**src/design/double_ended_queue_top_macros.svh**
```systemverilog
// Assertion helpers for the deque block.
// All checks are sampled on the rising clock edge and held off while reset is low.
`ifndef DOUBLE_ENDED_QUEUE_TOP_MACROS_SVH
`define DOUBLE_ENDED_QUEUE_TOP_MACROS_SVH

// Plain property
`define DEQ_ASSERT(label, prop, msg) \
    label: assert property (@(posedge i_clk) disable iff (!i_rst_n) (prop)) \
        else $error(msg);

// Same-cycle implication
`define DEQ_ASSERT_IMPL(label, ante, cons, msg) \
    label: assert property (@(posedge i_clk) disable iff (!i_rst_n) (ante) |-> (cons)) \
        else $error(msg);

// Next-cycle implication
`define DEQ_ASSERT_NEXT(label, ante, cons, msg) \
    label: assert property (@(posedge i_clk) disable iff (!i_rst_n) (ante) |=> (cons)) \
        else $error(msg);

`endif

```
**src/design/deq_pkg.sv**
```systemverilog
`timescale 1ns / 1ps
package deq_pkg;

    // Default ring size
    localparam int DEPTH_DEF = 16;

    // Field widths
    localparam int CMD_W  = 3;
    localparam int DATA_W = 32;
    localparam int STAT_W = 2;
    localparam int OCC_W  = 5;

    // Command codes
    localparam logic [CMD_W-1:0] CMD_PUSH_FRONT = 3'd0;
    localparam logic [CMD_W-1:0] CMD_PUSH_BACK  = 3'd1;
    localparam logic [CMD_W-1:0] CMD_POP_FRONT  = 3'd2;
    localparam logic [CMD_W-1:0] CMD_POP_BACK   = 3'd3;
    localparam logic [CMD_W-1:0] CMD_DUMP       = 3'd4;

    // Status codes
    localparam logic [STAT_W-1:0] ST_OK    = 2'd0;
    localparam logic [STAT_W-1:0] ST_EMPTY = 2'd1;
    localparam logic [STAT_W-1:0] ST_FULL  = 2'd2;

    // Command transfer
    typedef struct packed {
        logic [CMD_W-1:0]         command;
        logic signed [DATA_W-1:0] value;
    } t_in_item;

    // Result transfer
    typedef struct packed {
        logic signed [DATA_W-1:0] result_value;
        logic [STAT_W-1:0]        status;
        logic                     last;
        logic [OCC_W-1:0]         occupancy;
    } t_out_item;

endpackage

```
**src/design/deq_ram.sv**
```systemverilog
`timescale 1ns / 1ps
module deq_ram #(
    parameter int WIDTH = 32,
    parameter int DEPTH = 16
) (
    input  logic                                  i_clk,
    input  logic                                  i_we,
    input  logic [((DEPTH > 1) ? $clog2(DEPTH) : 1)-1:0] i_waddr,
    input  logic [WIDTH-1:0]                      i_wdata,
    input  logic [((DEPTH > 1) ? $clog2(DEPTH) : 1)-1:0] i_raddr,
    output logic [WIDTH-1:0]                      o_rdata
);

    logic [WIDTH-1:0] r_mem [DEPTH];
    logic [WIDTH-1:0] r_rdata;

    // Single write port, registered read port
    always_ff @(posedge i_clk) begin
        if (i_we) begin
            r_mem[i_waddr] <= i_wdata;
        end
        r_rdata <= r_mem[i_raddr];
    end

    assign o_rdata = r_rdata;

endmodule

```
**src/design/deq_ring.sv**
```systemverilog
`timescale 1ns / 1ps
// Ring position unit: (base + offset) modulo DEPTH, both operands below DEPTH.
module deq_ring #(
    parameter int DEPTH = deq_pkg::DEPTH_DEF
) (
    input  logic [((DEPTH > 1) ? $clog2(DEPTH) : 1)-1:0] i_base,
    input  logic [((DEPTH > 1) ? $clog2(DEPTH) : 1)-1:0] i_offset,
    output logic [((DEPTH > 1) ? $clog2(DEPTH) : 1)-1:0] o_addr
);

    localparam int IDX_W = (DEPTH > 1) ? $clog2(DEPTH) : 1;
    localparam logic [IDX_W:0] WRAP = (IDX_W + 1)'(DEPTH);

    logic [IDX_W:0] w_sum;
    logic [IDX_W:0] w_wrapped;

    // Sum stays below twice DEPTH, so one compare and subtract folds it
    always_comb begin
        w_sum     = {1'b0, i_base} + {1'b0, i_offset};
        w_wrapped = (w_sum >= WRAP) ? (w_sum - WRAP) : w_sum;
        o_addr    = w_wrapped[IDX_W-1:0];
    end

endmodule

```
**src/design/double_ended_queue_top.sv**
```systemverilog
// Bounded double-ended queue of signed 32-bit values kept in a ring buffer of DEPTH
// entries. Each command transfer pushes at the front or back, pops the front or back
// (returning the removed value), or dumps all entries front to back; every command
// answers with result transfers whose final one has last set, and each result reports
// the occupancy after the command (low five bits). Full pushes return status full,
// pops and dumps on an empty queue return status empty, unused codes return ok.
// A command is taken only while the block is idle, and the next one is not taken until
// the last result of the current one has been transferred. Each command passes an
// address step, where pushes and refusals finish; a pop that removes an entry and each
// dumped entry then pass a read step for the single registered read port of the entry
// RAM, and every result is held in an output step; a dump repeats these steps per entry.
// The address step, and the read step of a front pop, use the one shared ring position adder.
`timescale 1ns / 1ps
`include "double_ended_queue_top_macros.svh"
module double_ended_queue_top #(
    parameter int DEPTH = deq_pkg::DEPTH_DEF
) (
    input  logic                i_clk,
    input  logic                i_rst_n,
    input  logic                i_in_valid,
    output logic                o_in_stall,
    input  deq_pkg::t_in_item   i_in_item,
    output logic                o_out_valid,
    input  logic                i_out_stall,
    output deq_pkg::t_out_item  o_out_item
);

    localparam int IDX_W = (DEPTH > 1) ? $clog2(DEPTH) : 1;
    localparam int CNT_W = $clog2(DEPTH + 1);
    localparam logic [CNT_W-1:0] FULL_CNT  = CNT_W'(DEPTH);
    localparam logic [IDX_W-1:0] BACK_STEP = IDX_W'(DEPTH - 1);
    localparam logic [IDX_W-1:0] ONE_STEP  = IDX_W'(1);

    typedef enum logic [3:0] {
        S_IDLE = 4'b0001,
        S_ADDR = 4'b0010,
        S_READ = 4'b0100,
        S_OUT  = 4'b1000
    } t_state;

    t_state                           r_state, n_state;
    logic [deq_pkg::CMD_W-1:0]        r_cmd, n_cmd;
    logic signed [deq_pkg::DATA_W-1:0] r_value, n_value;
    logic [IDX_W-1:0]                 r_front, n_front;
    logic [CNT_W-1:0]                 r_count, n_count;
    logic [CNT_W-1:0]                 r_iter, n_iter;
    deq_pkg::t_out_item               r_out, n_out;

    logic [IDX_W-1:0]                 w_offset;
    logic [IDX_W-1:0]                 w_addr;
    logic                             w_we;
    logic [deq_pkg::DATA_W-1:0]       w_rdata;
    logic [CNT_W-1:0]                 w_count_dec;
    logic [CNT_W-1:0]                 w_iter_inc;
    logic                             w_full;
    logic                             w_empty;

    // Shared ring position adder
    deq_ring #(
        .DEPTH (DEPTH)
    ) u_ring (
        .i_base   (r_front),
        .i_offset (w_offset),
        .o_addr   (w_addr)
    );

    // Entry storage
    deq_ram #(
        .WIDTH (deq_pkg::DATA_W),
        .DEPTH (DEPTH)
    ) u_ram (
        .i_clk   (i_clk),
        .i_we    (w_we),
        .i_waddr (w_addr),
        .i_wdata (r_value),
        .i_raddr (w_addr),
        .o_rdata (w_rdata)
    );

    assign w_count_dec = r_count - 1'b1;
    assign w_iter_inc  = r_iter + 1'b1;
    assign w_full      = (r_count == FULL_CNT);
    assign w_empty     = (r_count == '0);

    // Sequencer
    always_comb begin
        n_state  = r_state;
        n_cmd    = r_cmd;
        n_value  = r_value;
        n_front  = r_front;
        n_count  = r_count;
        n_iter   = r_iter;
        n_out    = r_out;
        w_offset = '0;
        w_we     = 1'b0;

        case (r_state)
            S_IDLE: begin
                if (i_in_valid) begin
                    n_cmd   = i_in_item.command;
                    n_value = i_in_item.value;
                    n_iter  = '0;
                    n_state = S_ADDR;
                end
            end

            // Decide the command; pushes, refusals and unused codes finish here
            S_ADDR: begin
                n_out.result_value = '0;
                n_out.status       = deq_pkg::ST_OK;
                n_out.last         = 1'b1;
                n_state            = S_OUT;
                case (r_cmd)
                    deq_pkg::CMD_PUSH_FRONT: begin
                        w_offset = BACK_STEP;
                        if (w_full) begin
                            n_out.status = deq_pkg::ST_FULL;
                        end else begin
                            w_we    = 1'b1;
                            n_front = w_addr;
                            n_count = r_count + 1'b1;
                        end
                    end
                    deq_pkg::CMD_PUSH_BACK: begin
                        w_offset = r_count[IDX_W-1:0];
                        if (w_full) begin
                            n_out.status = deq_pkg::ST_FULL;
                        end else begin
                            w_we    = 1'b1;
                            n_count = r_count + 1'b1;
                        end
                    end
                    deq_pkg::CMD_POP_FRONT: begin
                        w_offset = '0;
                        if (w_empty) begin
                            n_out.status = deq_pkg::ST_EMPTY;
                        end else begin
                            n_count = w_count_dec;
                            n_state = S_READ;
                        end
                    end
                    deq_pkg::CMD_POP_BACK: begin
                        w_offset = w_count_dec[IDX_W-1:0];
                        if (w_empty) begin
                            n_out.status = deq_pkg::ST_EMPTY;
                        end else begin
                            n_count = w_count_dec;
                            n_state = S_READ;
                        end
                    end
                    deq_pkg::CMD_DUMP: begin
                        w_offset = r_iter[IDX_W-1:0];
                        if (w_empty) begin
                            n_out.status = deq_pkg::ST_EMPTY;
                        end else begin
                            n_state = S_READ;
                        end
                    end
                    default: ;
                endcase
                n_out.occupancy = deq_pkg::OCC_W'(n_count);
            end

            // RAM data is back; pop front also advances the front here
            S_READ: begin
                n_out.result_value = w_rdata;
                n_out.status       = deq_pkg::ST_OK;
                n_out.occupancy    = deq_pkg::OCC_W'(r_count);
                n_out.last         = 1'b1;
                if (r_cmd == deq_pkg::CMD_POP_FRONT) begin
                    w_offset = ONE_STEP;
                    n_front  = w_addr;
                end
                if (r_cmd == deq_pkg::CMD_DUMP) begin
                    n_out.last = (w_iter_inc == r_count);
                end
                n_state = S_OUT;
            end

            // Hold the result until the transfer completes
            S_OUT: begin
                if (!i_out_stall) begin
                    if (r_cmd == deq_pkg::CMD_DUMP && !r_out.last) begin
                        n_iter  = w_iter_inc;
                        n_state = S_ADDR;
                    end else begin
                        n_state = S_IDLE;
                    end
                end
            end

            default: n_state = S_IDLE;
        endcase
    end

    // Control registers
    always_ff @(posedge i_clk) begin
        if (!i_rst_n) begin
            r_state <= S_IDLE;
            r_front <= '0;
            r_count <= '0;
            r_iter  <= '0;
        end else begin
            r_state <= n_state;
            r_front <= n_front;
            r_count <= n_count;
            r_iter  <= n_iter;
        end
    end

    // Payload registers
    always_ff @(posedge i_clk) begin
        r_cmd   <= n_cmd;
        r_value <= n_value;
        r_out   <= n_out;
    end

    assign o_in_stall  = (r_state != S_IDLE);
    assign o_out_valid = (r_state == S_OUT);
    assign o_out_item  = r_out;

    `DEQ_ASSERT(a_count_bound, r_count <= FULL_CNT, "entry count above depth")
    `DEQ_ASSERT_IMPL(a_busy_while_out, o_out_valid, o_in_stall, "input open with result pending")
    `DEQ_ASSERT_IMPL(a_full_status, o_out_valid && r_out.status == deq_pkg::ST_FULL,
                     w_full, "full status while not full")
    `DEQ_ASSERT_IMPL(a_empty_status, o_out_valid && r_out.status == deq_pkg::ST_EMPTY,
                     w_empty, "empty status while not empty")
    `DEQ_ASSERT_NEXT(a_last_frees, o_out_valid && !i_out_stall && r_out.last,
                     !o_in_stall, "not idle after last transfer")

endmodule
```
**config.mk**
```make
export PLATFORM = sky130hd
export DESIGN_NAME = double_ended_queue_top
export DESIGN_NICKNAME = d
export VERILOG_FILES = /design/src/design/deq_pkg.sv /design/src/design/deq_ram.sv /design/src/design/deq_ring.sv /design/src/design/double_ended_queue_top.sv
export VERILOG_INCLUDE_DIRS = /design/src /design/src/design
export SDC_FILE = /design/constraint.sdc
export NUM_CORES = 1
export LEC_CHECK = 0
export BUFFER_PORTS_ARGS = -buffer_cell sky130_fd_sc_hd__buf_4
export CORE_MARGIN = 5
export CORE_UTILIZATION = 30
export DETAILED_ROUTE_END_ITERATION = 10
export GPL_ROUTABILITY_DRIVEN = 0
export GPL_TIMING_DRIVEN = 0
export HOLD_SLACK_MARGIN = 0.08
export PLACE_DENSITY = 0.49
export SLEW_MARGIN = 20
export SYNTH_ARGS = -nofsm -noshare
export SYNTH_HDL_FRONTEND = slang
export SYNTH_SLANG_ARGS = --single-unit
```
**constraint.sdc**
```tcl
create_clock -name i_clk -period 5.85 [get_ports i_clk]
set_input_delay 0.585 -clock i_clk [delete_from_list [all_inputs] [get_ports i_clk]]
set_output_delay 0.585 -clock i_clk [all_outputs]
set_load 0.01 [all_outputs]
```
# Word level (Yosys, flattened, before mapping)
# Memory sizes are Yosys's and may differ from the RTL's. A register that Yosys moved wholly into a read port is not among the register bits.
# Index checks and enable logic that the tools add are counted.
classes:
  add_sub_neg: 5
  n_mul: 0
  div: 0
  n_lt_le_gt_ge: 1
  eq_ne: 17
  shifts: 0
  n_mux: 31
  bitwise: 0
  n_reduce_logical: 13
ops:
  columns: ["cell", "n"]
  rows:
  - ["$pmux W40 S2", 1]
  - ["$mux W4", 8]
  - ["$pmux W4 S4", 2]
  - ["$mux W5", 5]
  - ["$pmux W5 S2", 2]
  - ["$pmux W4 S2", 2]
  - ["$add A5 B1 Y5 const B", 2]
  - ["$mux W1", 8]
  - ["$ne A2 B2 Y1 const B", 4]
  - ["$reduce_and A4 Y1", 2]
  - ["$eq A3 B2 Y1 const B", 2]
  - ["$add A4 B4 Y5", 1]
  - ["$eq A5 B5 Y1", 1]
  - ["$eq A5 B5 Y1 const B", 1]
  - ["$ge A5 B5 Y1 const B", 1]
  - ["$logic_not A5 Y1", 1]
  - ["$sub A5 B1 Y5 const B", 1]
  - ["$eq A4 B1 Y1 const B", 1]
  - ["$eq A4 B2 Y1 const B", 1]
  - ["$eq A4 B3 Y1 const B", 1]
  - ["$eq A4 B4 Y1 const B", 1]
  - ["$mux W2", 2]
  - ["$ne A2 B1 Y1 const B", 2]
  - ["$ne A4 B1 Y1 const B", 1]
  - ["other kinds (11)", 14]
totals:
  reg_bits: 93
  latch_bits: 0
  ramBits: 512
  rom_bits: 0
  inputBits: 39
  out_inout_bits: 42
  wordCells: 78
  n_memories: 1
mem_list:
  columns: ["name", "depth", "width", "rd", "rd_ports_with_merged_regs", "wr", "line_no", "rtl"]
  rows:
  - ["u_ram.r_mem", 16, 32, 1, 1, 1, "deq_ram.sv:14", "logic [WIDTH-1:0] r_mem [DEPTH];"]

# Depth between registers and ports, before layout
logic_depth:
  ltp_word: 9
  ltp_mapped: 14
  ltp_nobuf: 12

# Hierarchy
# Synthesis repeated with hierarchy kept, for this count alone.
hier_totals:
  hier_cells: 1147
  hier_area_um2: 23906.7
modules_own_cells:
  columns: ["mod", "instances", "cells_per_inst", "area_each_um2", "seq_area_each_um2"]
  rows:
  - ["deq_ram", 1, 838, 19835.3, 16015.4]
  - ["double_ended_queue_top", 1, 300, 3971.3, 2612.5]
  - ["deq_ring", 1, 9, 100.1, 0.0]

# Worst setup path before layout
# OpenSTA, ideal clock, no wires.
synth_path:
  kind: "register -> register"
  start: "reg r_cmd[2] in the netlist's numbering"
  end: "mem u_ram.r_mem[11][0] (enable)"
  setup_ns: 0.461
  arrival_ns: 5.107
  required_ns: 5.389
  setup_slack_ns: 0.282
  path_stages_with_launch: 14
  n_path_buf: 4
  synth_period_minus_slack_ns: 5.568
  path_cell_list: "edfxtp_1 buf_2 inv_1 o21ai_0 a21boi_0 o22ai_1 a32o_1 ha_1 fa_1 clkbuf_1 clkbuf_1 clkbuf_1 nand3_1 nor3_1"
synth_via:
  elab_chain_len: 6
  word_cells_on_any_way: 17
  cone_classes: "add/sub (2); order compare (1); eq/ne (4); mux (8); reduce/logical (2)"
synth_lines:
  columns: ["element", "line_no", "rtl"]
  rows:
  - ["start, declared", "double_ended_queue_top.sv:42", "logic [deq_pkg::CMD_W-1:0] r_cmd, n_cmd;"]
  - ["start signal, assigned", "double_ended_queue_top.sv:213", "r_cmd <= n_cmd;"]
  - ["$eq A3 B3 Y1 (tied with other cells)", "double_ended_queue_top.sv:113", "case (r_cmd)"]
  - ["$pmux W4 S4 (tied with other cells)", "double_ended_queue_top.sv:113", null]
  - ["$pmux W4 S2 or $mux W1 (tied branches)", null, null]
  - ["$add A4 B4 Y5 or $mux W1 (tied branches)", "deq_ring.sv:19, double_ended_queue_top.sv:97", null]
  - ["$sub A4 B1 Y4 (tied with other cells)", "deq_ring.sv:20", "w_wrapped = (w_sum >= WRAP) ? (w_sum - WRAP) : w_sum;"]
  - ["$mux W4 or $mux W1 (tied branches)", "deq_ring.sv:20, deq_ram.sv:20", null]
  - ["end, declared", "deq_ram.sv:14", null]
# Several ways; a longest one is shown, not always the timed one.

# Worst setup path after layout
layout_path:
  start: "reg r_count[1]"
  end: "mem u_ram.r_mem[2][8] (enable)"
layout_via:
  elab_chain_len: 6
  word_cells_on_any_way: 13
  cone_classes: "add/sub (3); order compare (1); eq/ne (1); mux (8)"
layout_lines:
  columns: ["element", "line_no", "rtl"]
  rows:
  - ["start, declared", "double_ended_queue_top.sv:45", "logic [CNT_W-1:0] r_count, n_count;"]
  - ["start signal, assigned", "double_ended_queue_top.sv:206", "r_count <= n_count;"]
  - ["$sub A5 B1 Y5 or $eq A5 B5 Y1 (tied branches)", "double_ended_queue_top.sv:80, double_ended_queue_top.sv:82", null]
  - ["$pmux W4 S4 or $mux W1 (tied branches)", "double_ended_queue_top.sv:113, double_ended_queue_top.sv:116, double_ended_queue_top.sv:126", null]
  - ["$pmux W4 S2 or $mux W1 (tied branches)", null, null]
  - ["$add A4 B4 Y5 or $mux W1 (tied branches)", "deq_ring.sv:19, double_ended_queue_top.sv:97", null]
  - ["$sub A4 B1 Y4 (tied with other cells)", "deq_ring.sv:20", null]
  - ["$mux W4 or $mux W1 (tied branches)", "deq_ring.sv:20, deq_ram.sv:20", null]
# Several ways; a longest one is shown, not always the timed one.

==> impl_metrics.py <==
metrics = {
    "synth": {
        "synth_compound_area_share_pct": 1.77,
        "yosys.area_share.adder_pct": 0.444,
        "async_flop_share_pct": 0,
        "synth_cell_types": 48,
        "yosys.area_share.xor_xnor_pct": 0.609,
        "synth_top_family_by_area": "multiplexers",
        "synth_top_cell_area_share_pct": 72.7,
        "syn_area_per_cell_um2": 21.0,
        "yosysWarnings": 0,
        "ys_top_cells_by_area": "edfxtp_1 (73%), mux4_2 (12%), dfxtp_1 (4.1%), mux2i_1 (4.1%), and2_1 (0.98%)",
        "ys_seq_area_share_pct": 76.8,
        "synthMuxAreaShare_pct": 16.0,
        "synth_area_leader_cell": "edfxtp_1",
        "synthTopCellsByCount": "edfxtp_1 (587), mux4_2 (128), mux2i_1 (99)",
        "synth-edff-count": 587,
        "synth_fp_nets": 1201,
        "ys_ff_latch": 637,
        "synth_flop_cell": "edfxtp_1",
        "yosys.cell_count.top_type": "edfxtp_1",
        "synthSimpleGateAreaFrac_pct": 3.08,
        "synthesis.area_um2": 24300,
        "syn_inst": 1154,
    },
    "routing": {
        "antenna_left": 0,
        "vias_per_cell": 4.70,
        "vias": 11800,
        "drc": 0,
        "dr.pass1.iters": 5,
        "drtIter0Drc": 981,
        "totalWireLength_um": 57600,
        "routedWlPerCell_um": 23.0,
    },
    "clock_network": {
        "clockBufferDepth": 3,
        "cts-buffers-inserted": 70,
        "cts_sinks": 637,
        "clock_latency_ps": 600,
        "h-tree-depth": 3,
        "path_clk_slew_ps": 60,
        "cts_tree": "yes",
        "ctsHoldBuffers": 0,
        "clock-root-buffer": "clkbuf_16",
    },
    "setup_path": {
        "criticalPathCategory": "register to register",
        "cp-start-kind": "register",
        "cp-end-kind": "register",
        "required_ps": 6140,
        "cp.arrival_ps": 5760,
        "crit_fanout": 10,
    },
    "floorplan": {
        "fp-row-count": 104,
        "core-area_um2": 80400,
        "die_w_um": 294,
        "die_area_um2": 86600,
        "ioPinCount": 81,
        "die_y_um": 294,
        "start_util_pct": 30.2,
    },
    "timing": {
        "max_clock_freq_mhz": 183,
        "finalWorstPathRequiredPeriod_ps": 5470,
        "tns_ps": 0,
        "hold_viol_final": 0,
        "drv_slew": 0,
        "finalCritPeriodShare_pct": 93.5,
        "rsz0062_at_grt": "no",
        "fin_ws_ps": 382,
        "finalClockSkew_ps": 19.5,
        "relSlewSlack_pct": 24.6,
        "worst_pin_slew_ps": 1130,
        "setup_viol": 0,
    },
    "global_route": {
        "grt.total_usage_pct": 13.3,
        "grt_pass1_wl_um": 85300,
        "grt-ovfl-total": 0,
        "grt_max_degree": 30,
        "antenna_found_initial": 0,
        "grt_pass1_vias": 12600,
    },
    "placement": {
        "numPortBuffers": 80,
        "dp_hpwl_um": 38700,
        "post-place-ws_ps": -81.9,
    },
    "final_layout": {
        "diodes": 0,
        "finalNetCount": 1436,
        "area_delta_synth_final_pct": 20.8,
        "layout-drive-gt1-share_pct": 31.3,
        "post-route-util_pct": 36.4,
    },
    "pwr": {
        "vdd_drop_max_mv": 0.216,
        "p_per_area_nw_per_um2": 369,
        "leakagePower_uw": 0.00975,
    },
    "min_path": {
        "hold_path.class": "primary input to register",
    },
    "flow_run": {
        "drv_cap": 0,
    },
    "status": {
        "outcome": "completed",
    },
}
path summary, 6_finish.rpt:
kind                          start           endpoint  slack, ps  depth (start not counted)
setup / recovery         r_count[1]  u_ram.r_mem[2][8]        380                         16
hold / removal        i_in_item[11]        r_value[11]        150                          1
setup reg to reg         r_count[1]  u_ram.r_mem[2][8]        380                         16
hold reg to reg   u_ram.o_rdata[29]     o_out_item[37]        500                          1
stage by stage:
step / instances / hold WS [ps] / power (µW) / area (µm²)
floorplan: 1154 / 482 / 6110 / 24300
global placement: 2294 / 489 / 6490 / 26200
detailed placement: 2377 / 493 / 6560 / 27000
CTS: 2505 / 113 / 11000 / 29300
global route: 2505 / 117 / 11200 / 29300
finish: 2505 / 153 / 10800 / 29300
layout by cell type (no fill, tap or decap), types with 3 or more instances in the layout:
cell,synthesis,routed
edfxtp_1,587,587
buf_4,0,143
mux4_2,128,128
mux2i_1,99,99
clkbuf_16,0,71
clkbuf_1,40,52
dfxtp_1,50,50
and2_1,38,37
buf_6,4,22
o21ai_0,19,19
nand2_1,20,19
buf_2,17,17
nor2_1,17,17
a21oi_1,14,14
nor3_2,0,14
nor2b_1,10,10
xnor2_1,10,10
clkinv_2,0,10
clkbuf_8,0,9
inv_1,8,8
nand3_1,7,7
ha_1,7,7
clkinv_1,0,6
nor4_1,5,5
o22ai_1,5,5
xor2_1,5,5
clkinvlp_4,0,5
bufinv_16,0,5
clkbuf_2,0,4
a21boi_0,4,4
nor3_1,20,4
inv_6,0,4
a31oi_1,3,3
o311ai_0,3,3
o211ai_1,3,3
a2bb2oi_1,3,3
timing repair:
action | in CTS | in global routing
setup endpoints to repair | 46 | 114
setup buffers | 0 | 0
gates resized for setup | 1 | 4
state kept, by name (all words and copies together), names as in the netlist:
name	cells
o_out_item	40
r_cmd	3
r_count	5
r_front	4
r_iter	5
r_state	4
r_value	32
u_ram.o_rdata	32
u_ram.r_mem	512
area by class of cell:
type | instances | area, µm²
fill | 7481 | 51100
sequential | 637 | 18600
multi-input combinational | 448 | 5420
clock buffer | 96 | 1960
tap | 1060 | 1330
timing repair buffer | 163 | 1320
clock inverter | 32 | 324
buffer | 61 | 285
inverter | 8 | 30.0
cells by family after synthesis:
logic type               count (synthesis)
AO/OA/AOI/OAI                           64
XOR/XNOR                                16
adder cells (fa/ha/maj)                  8
buffers and inverters                   69
flip-flops                             637
multiplexers                           228
AND/OR/NAND/NOR                        132
metal layers:
metal / vias to the layer above / part of all wire [%] / global-route usage (%)
met4: 0 / 1.7 / 3.42
met5: - / 0 / 0
li1: 5202 / - / -
met2: 283 / 49 / 22.0
met3: 79 / 4.6 / 2.63
met1: 6205 / 45 / 18.2
power breakdown:
part / leakage (µW) / internal (µW) / switching (µW) / total [µW]
clock network: 0.00111 / 2580 / 1790 / 4370
registers: 0.00570 / 5380 / 255 / 5630
logic: 0.00294 / 328 / 467 / 795
worst max-delay path, stage by stage (launching register included):
cell,delay [ps]
dfxtp_1,330
clkbuf_1,320
inv_1,200
ha_1,320
clkbuf_1,300
nor2_1,90
a21oi_1,150
nor2_1,90
fa_1,530
clkbuf_1,460
clkbuf_1,550
clkbuf_2,400
nand3b_1,320
nor3_2,500
buf_6,220
buf_6,160
buf_4,200
No activity file was read; power rests on OpenSTA's default activity.
